[src/rtl/core/sbfs_pkg.sv]
// shared types and constants for the burst sharpness selector
// used by sbfs_ctrl, sbfs_dp and sharpness_best_frame_select_core
package sbfs_pkg;

  localparam int STRIDE_W   = 13;
  localparam int PHASE_W    = 12;
  localparam int BURST_W    = 5;
  localparam int IDX_W      = 4;
  localparam int BYTE_W     = 8;
  localparam int COUNT_W    = 21;
  localparam int SUM_W      = 30;
  localparam int SUM_MAG_W  = 29;
  localparam int SQSUM_W    = 37;
  localparam int SCORE_W    = 24;
  localparam int CFG_DATA_W = 13;
  localparam int CFG_IDX_W  = 1;

  // n * sumsq is split into two partial products over the low and high halves
  localparam int SQ_LO_W  = 19;
  localparam int SQ_HI_W  = SQSUM_W - SQ_LO_W;
  localparam int PLO_W    = COUNT_W + SQ_LO_W;
  localparam int PHI_W    = COUNT_W + SQ_HI_W;
  localparam int DIFF_W   = 58;
  localparam int NN_W     = 2 * COUNT_W;
  localparam int REM_W    = DIFF_W - 16;
  localparam int DIV_STEPS = SCORE_W;
  localparam int DIV_CNT_W = 5;

  localparam logic [STRIDE_W-1:0] STRIDE_CAP   = 13'd4096;
  localparam logic [STRIDE_W-1:0] STRIDE_RESET = 13'd64;
  localparam logic [BURST_W-1:0]  MAX_BURST    = 5'd16;
  localparam logic [BURST_W-1:0]  BURST_RESET  = 5'd4;
  localparam logic [COUNT_W-1:0]  MAX_SAMPLES  = 21'd1048576;
  localparam logic [SCORE_W-1:0]  SCORE_MAX    = 24'd16646400;
  localparam logic [DIV_CNT_W-1:0] DIV_LAST    = 5'(DIV_STEPS - 1);

  localparam logic [CFG_IDX_W-1:0] CFG_SAMPLE_STRIDE = 1'd0;
  localparam logic [CFG_IDX_W-1:0] CFG_BURST_LENGTH  = 1'd1;

  typedef enum logic [2:0] {
    ST_IDLE,
    ST_MUL,
    ST_SUB,
    ST_DIV,
    ST_FIN
  } state_t;

  typedef struct packed {
    logic accept;
    logic mul_load;
    logic sub_load;
    logic div_step;
    logic finish;
  } dp_cmd_t;

  typedef struct packed {
    logic div_last;
  } dp_status_t;

endpackage

[src/rtl/core/sbfs_ctrl.sv]
// controller state machine for the burst sharpness selector
// depends on sbfs_pkg; drives the datapath sbfs_dp through dp_cmd_t
module sbfs_ctrl (
  input  logic                clk,
  input  logic                rst,
  input  logic                item_valid,
  input  logic                frame_end,
  output logic                item_stall,
  output logic                result_valid,
  input  logic                result_stall,
  input  sbfs_pkg::dp_status_t status,
  output sbfs_pkg::dp_cmd_t    cmd
);
  import sbfs_pkg::*;

  state_t state;
  state_t state_next;
  logic   result_valid_next;

  always_ff @(posedge clk) begin
    if (rst) begin
      state        <= ST_IDLE;
      result_valid <= 1'b0;
    end else begin
      state        <= state_next;
      result_valid <= result_valid_next;
    end
  end

  always_comb begin
    state_next   = state;
    cmd          = '0;
    item_stall   = 1'b1;
    unique case (state)
      ST_IDLE: begin
        item_stall = 1'b0;
        cmd.accept = item_valid;
        if (item_valid && frame_end) begin
          state_next = ST_MUL;
        end
      end
      ST_MUL: begin
        cmd.mul_load = 1'b1;
        state_next   = ST_SUB;
      end
      ST_SUB: begin
        cmd.sub_load = 1'b1;
        state_next   = ST_DIV;
      end
      ST_DIV: begin
        cmd.div_step = 1'b1;
        if (status.div_last) begin
          state_next = ST_FIN;
        end
      end
      ST_FIN: begin
        // hold until the output register is free
        if (!result_valid || !result_stall) begin
          cmd.finish = 1'b1;
          state_next = ST_IDLE;
        end
      end
      default: begin
        state_next = ST_IDLE;
      end
    endcase
  end

  always_comb begin
    result_valid_next = result_valid;
    if (cmd.finish) begin
      result_valid_next = 1'b1;
    end else if (result_valid && !result_stall) begin
      result_valid_next = 1'b0;
    end
  end

endmodule

[config.mk]
export PLATFORM = sky130hd
export DESIGN_NAME = sbfs_ctrl
export DESIGN_NICKNAME = d
export VERILOG_FILES = /design/src/rtl/core/sbfs_pkg.sv /design/src/rtl/core/sbfs_ctrl.sv
export SDC_FILE = /design/constraint.sdc
export NUM_CORES = 1
export LEC_CHECK = 0
export BUFFER_PORTS_ARGS = -buffer_cell sky130_fd_sc_hd__buf_4
export CAP_MARGIN = 5
export CELL_PAD_IN_SITES_DETAIL_PLACEMENT = 1
export CELL_PAD_IN_SITES_GLOBAL_PLACEMENT = 2
export CORE_AREA = 4 4 41 43
export DETAILED_ROUTE_END_ITERATION = 10
export DIE_AREA = 0 0 45 47
export PLACE_DENSITY_LB_ADDON = 0.08
export SYNTH_ARGS = -nofsm -noshare
export SYNTH_HDL_FRONTEND = slang
export SYNTH_SLANG_ARGS = --single-unit
[constraint.sdc]
create_clock -name clk -period 1.95 [get_ports clk]
set_clock_uncertainty 0.05 [all_clocks]
set_input_delay 0 -clock clk [delete_from_list [all_inputs] [get_ports clk]]
set_output_delay 0 -clock clk [all_outputs]
set_load 0.02 [all_outputs]
* Yosys cells after proc, flatten, opt, wreduce, memory -nomap -nowiden *
Index checks and enable logic that the tools add are counted.

word-level totals
  register bits after elaboration = 4
  input port bits = 6

cells by class
  reductions and logical operators = 8
  multiplexer cells = 13
  equal/unequal tests = 7

operators with widths
  cell                  count
  $pmux W3 S5           1
  $mux W1               9
  $mux W3               3
  $eq A3 B2 Y1 const B  2
  $ne A2 B2 Y1 const B  3
  $eq A3 B1 Y1 const B  1
  $eq A3 B3 Y1 const B  1
  $logic_not A3 Y1      1
  $reduce_and A3 Y1     1
  $logic_and A1 B1 Y1   2
  $logic_not A1 Y1      2
  $reduce_bool A2 Y1    1
  $logic_or A1 B1 Y1    1

* Longest topological paths before layout *
  depth after elaboration = 5
  depth in mapped cells = 3
  mapped depth without buffers = 2

* Least setup slack after synthesis *
No wires, ideal clock.

  path kind = reg-to-output
  from = reg state[0]
  to = out cmd[4] (netlist name)
  buffers on the path = 0
  slack = 0.743 ns
  arrival time = 1.157 ns
  data required time = 1.900 ns
  cell stages (with the launch flop) = 3
  cell sequence = dfxtp_1 or3_1 nor2_1

RTL lines
  element                   RTL line         RTL
  start: declaration        sbfs_ctrl.sv:16  state_t state;
  start signal: assignment  sbfs_ctrl.sv:25  state <= state_next;
  end: declaration          sbfs_ctrl.sv:12  output sbfs_pkg::dp_cmd_t cmd

* Final worst setup path *
  from = reg state[2]
  to = reg result_valid

on the way
  word-level cells in the longest chain between the ends = 3
  elaborated cells between the ends (all ways) = 4
  those cells by class = eq/ne: 1; mux: 2; reduce/logical: 1

RTL lines
  element                                        RTL line         RTL
  $eq A3 B3 Y1 (*)                               sbfs_ctrl.sv:34  unique case (state)
  $mux W1 (*)                                    sbfs_ctrl.sv:34
  $mux W1 or $reduce_bool A2 Y1 (tied branches)  --
  end signal: assignment                         sbfs_ctrl.sv:26  result_valid <= result_valid_next;
  end: declaration                               sbfs_ctrl.sv:9   output logic result_valid,

Mark *: on every way between the ends. The rest lies on a longest branch, timed or not.
A chain may end at the register's enable or synchronous reset.

==> flow_summary.ini <==
[synthesis]
synthesis.nets = 30
synth-warning-count = 0
netlist_area_um2 = 224
synth.avg_cell_area_um2 = 9.33
synth_cell_types = 18
netlist_instances = 24
ys_seq_area_frac = 0.358
ys_ff_latch = 4

[timing]
rsz0062_at_grt = false
fin_crit_sh = 0.831
tns_ns = 0
holdWs_ns = 0.00668
worst_slew_pin_slew_ns = 0.257
period_needed_ns = 1.62
drv_slew = 0
final_hold_viol_count = 0
fmax_mhz = 617
setup_viol = 0
slew_headroom = 0.828

[floorplanning]
die_w_um = 45
die_h_um = 47
row_count = 13
die-area_um2 = 2120
core_um2 = 1300
start_util = 0.172
io_pins = 13

[setup_path]
cp_slowest_cell = dlygate4sd3_1
max_stage_delay_ns = 0.54
crit_type = reg -> reg
start_kind = register
critical_path_arrival_ns = 1.75
end_kind = register
reg2reg_slack_ns = 0.33
critical_path_required_ns = 2.07
reg2regPathDepth = 3
path_cells = or3b_4, a21oi_2, dlygate4sd3_1
crit_fanout = 7
r2r-start = state[2]
r2r_end = result_valid

[clock_tree]
insertion_delay_ns = 0.23
cts-root-buf = clkbuf_4
clk_pin_slew_ns = 0.04
cts.sinks = 4
h-tree-depth = 1
cts_max_path_buffers = 2
cts_resized = 0
cts_made_buffers = 3
cts_tree = built

[final_layout]
diodes = 0
finalNetCount = 49
final_common_cell = buf_4
syn2layout_area_growth_pct = 68.7
drive_gt1_frac = 0.463
final_cell_mix = 12 x buf_4, 4 x dfxtp_1, 3 x clkbuf_4, 3 x dlygate4sd3_1
finalNonFillerCells = 56

[hold_path]
min_to = state[0]
hp-start = item_valid
min_path_cells = 3
hp-class = in -> reg

[global_route]
grt_remaining_overflow = 0
grt_max_degree = 10
grt.total_usage = 0.0672
grt_pass1_vias = 241
grt_pass1_wl_um = 945
antenna_found_initial = 0

[placed_design]
globalplace.congestion = 0.678
dp.cells = 50
hpwl_um = 461
portBuffers = 12

[route]
drt-initial-drc-count = 3
vias = 251
wl_per_cell_um = 10.9
dr.pass1.iters = 3
remaining_drc_errors = 0
viasPerCell = 4.48
antenna_left = 0
routed_wl_um = 609

[pwr]
powerDensity_nw_per_um2 = 667
ir_drop_v = 0.000231
cellLeakagePower_uw = 0.000175

[job]
cap_violations = 0

[status]
status = completed
final cells by class:
cell class	instances	area, um2
timing repair buffer	15	120
inverter	1	3.75
sequential	4	80.1
fill	164	923
tap	15	18.8
multi-input combinational	18	133
clock buffer	3	22.5
synth_stat cells:
cell type  n  area share
dfxtp_1    4        0.36
a211oi_1   1       0.034
nor4_1     1       0.028
a21oi_1    1       0.022
nor2b_1    1       0.028
o2bb2ai_2  1       0.067
nor2_1     2       0.034
nor3b_1    2       0.067
inv_1      1       0.017
a21oi_2    1       0.039
or3_1      1       0.028
nand3b_1   2       0.067
nand2_1    1       0.017
a21bo_2    1       0.045
buf_4      1       0.034
and3_1     1       0.028
or3b_4     1       0.050
and3b_1    1       0.039
worst max-delay path, delay by kind of cell (launching register included):
family / cells / cell delay, ns
simple gates: 1 / 0.43
flops: 1 / 0.40
buf+inv: 1 / 0.54
compound gates: 1 / 0.13
worst max-delay path by stage:
stage | start | to | slack (ns) | depth (start not counted)
global route | state[2] | result_valid | 0.23 | 3
CTS | state[2] | result_valid | 0.32 | 3
finish | state[2] | result_valid | 0.33 | 3
global placement | state[2] | cmd[0] | 0.79 | 3
detailed placement | state[2] | cmd[0] | 0.77 | 3
floorplan | state[0] | cmd[4] | 0.74 | 2
power breakdown:
part           switching, uW  leakage (uW)  total [uW]  internal [uW]
logic                   26.3      0.000129        56.5           30.2
registers               6.68     0.0000326        92.7           86.0
clock network           33.8     0.0000138         103           68.8
per-layer routing:
metal / up-vias / GRT usage / wire, um / part of all wire
met3: 4 / 0.0115 / 59 / 0.097
met1: 109 / 0.0843 / 286 / 0.47
li1: 122 / - / - / -
met2: 16 / 0.0763 / 235 / 0.39
met5: - / 0 / 0 / 0
met4: 0 / 0.105 / 27 / 0.044
cell families (layout without fill, tap and decap cells):
kind of cell / Yosys count / in the layout / synth area share
AOI/OAI and AO/OA: 5 / 5 / 0.207
buffers and inverters: 2 / 19 / 0.0503
and+or+nand+nor: 13 / 13 / 0.386
DFF: 4 / 4 / 0.358
stage by stage:
step	worst slack [ns]	cell area, um2	util	power [uW]
2_1_floorplan	0.743	224	-	120
3_3_place_gp	0.794	325	0.250	148
3_5_place_dp	0.774	325	0.250	148
4_1_cts	0.318	378	0.290	258
5_1_grt	0.233	378	0.290	267
6_report	0.329	378	0.290	252
sequential cells by signal, indices dropped and copies added (netlist names):
name,cells
result_valid,1
state,3
what timing repair did:
| action | in CTS | in global routing |
|---|---|---|
| hold buffers | 3 | 0 |
| setup buffers | 0 | 0 |
| endpoints found under the hold margin | 3 | 0 |
No activity file was read; power rests on OpenSTA's default activity.
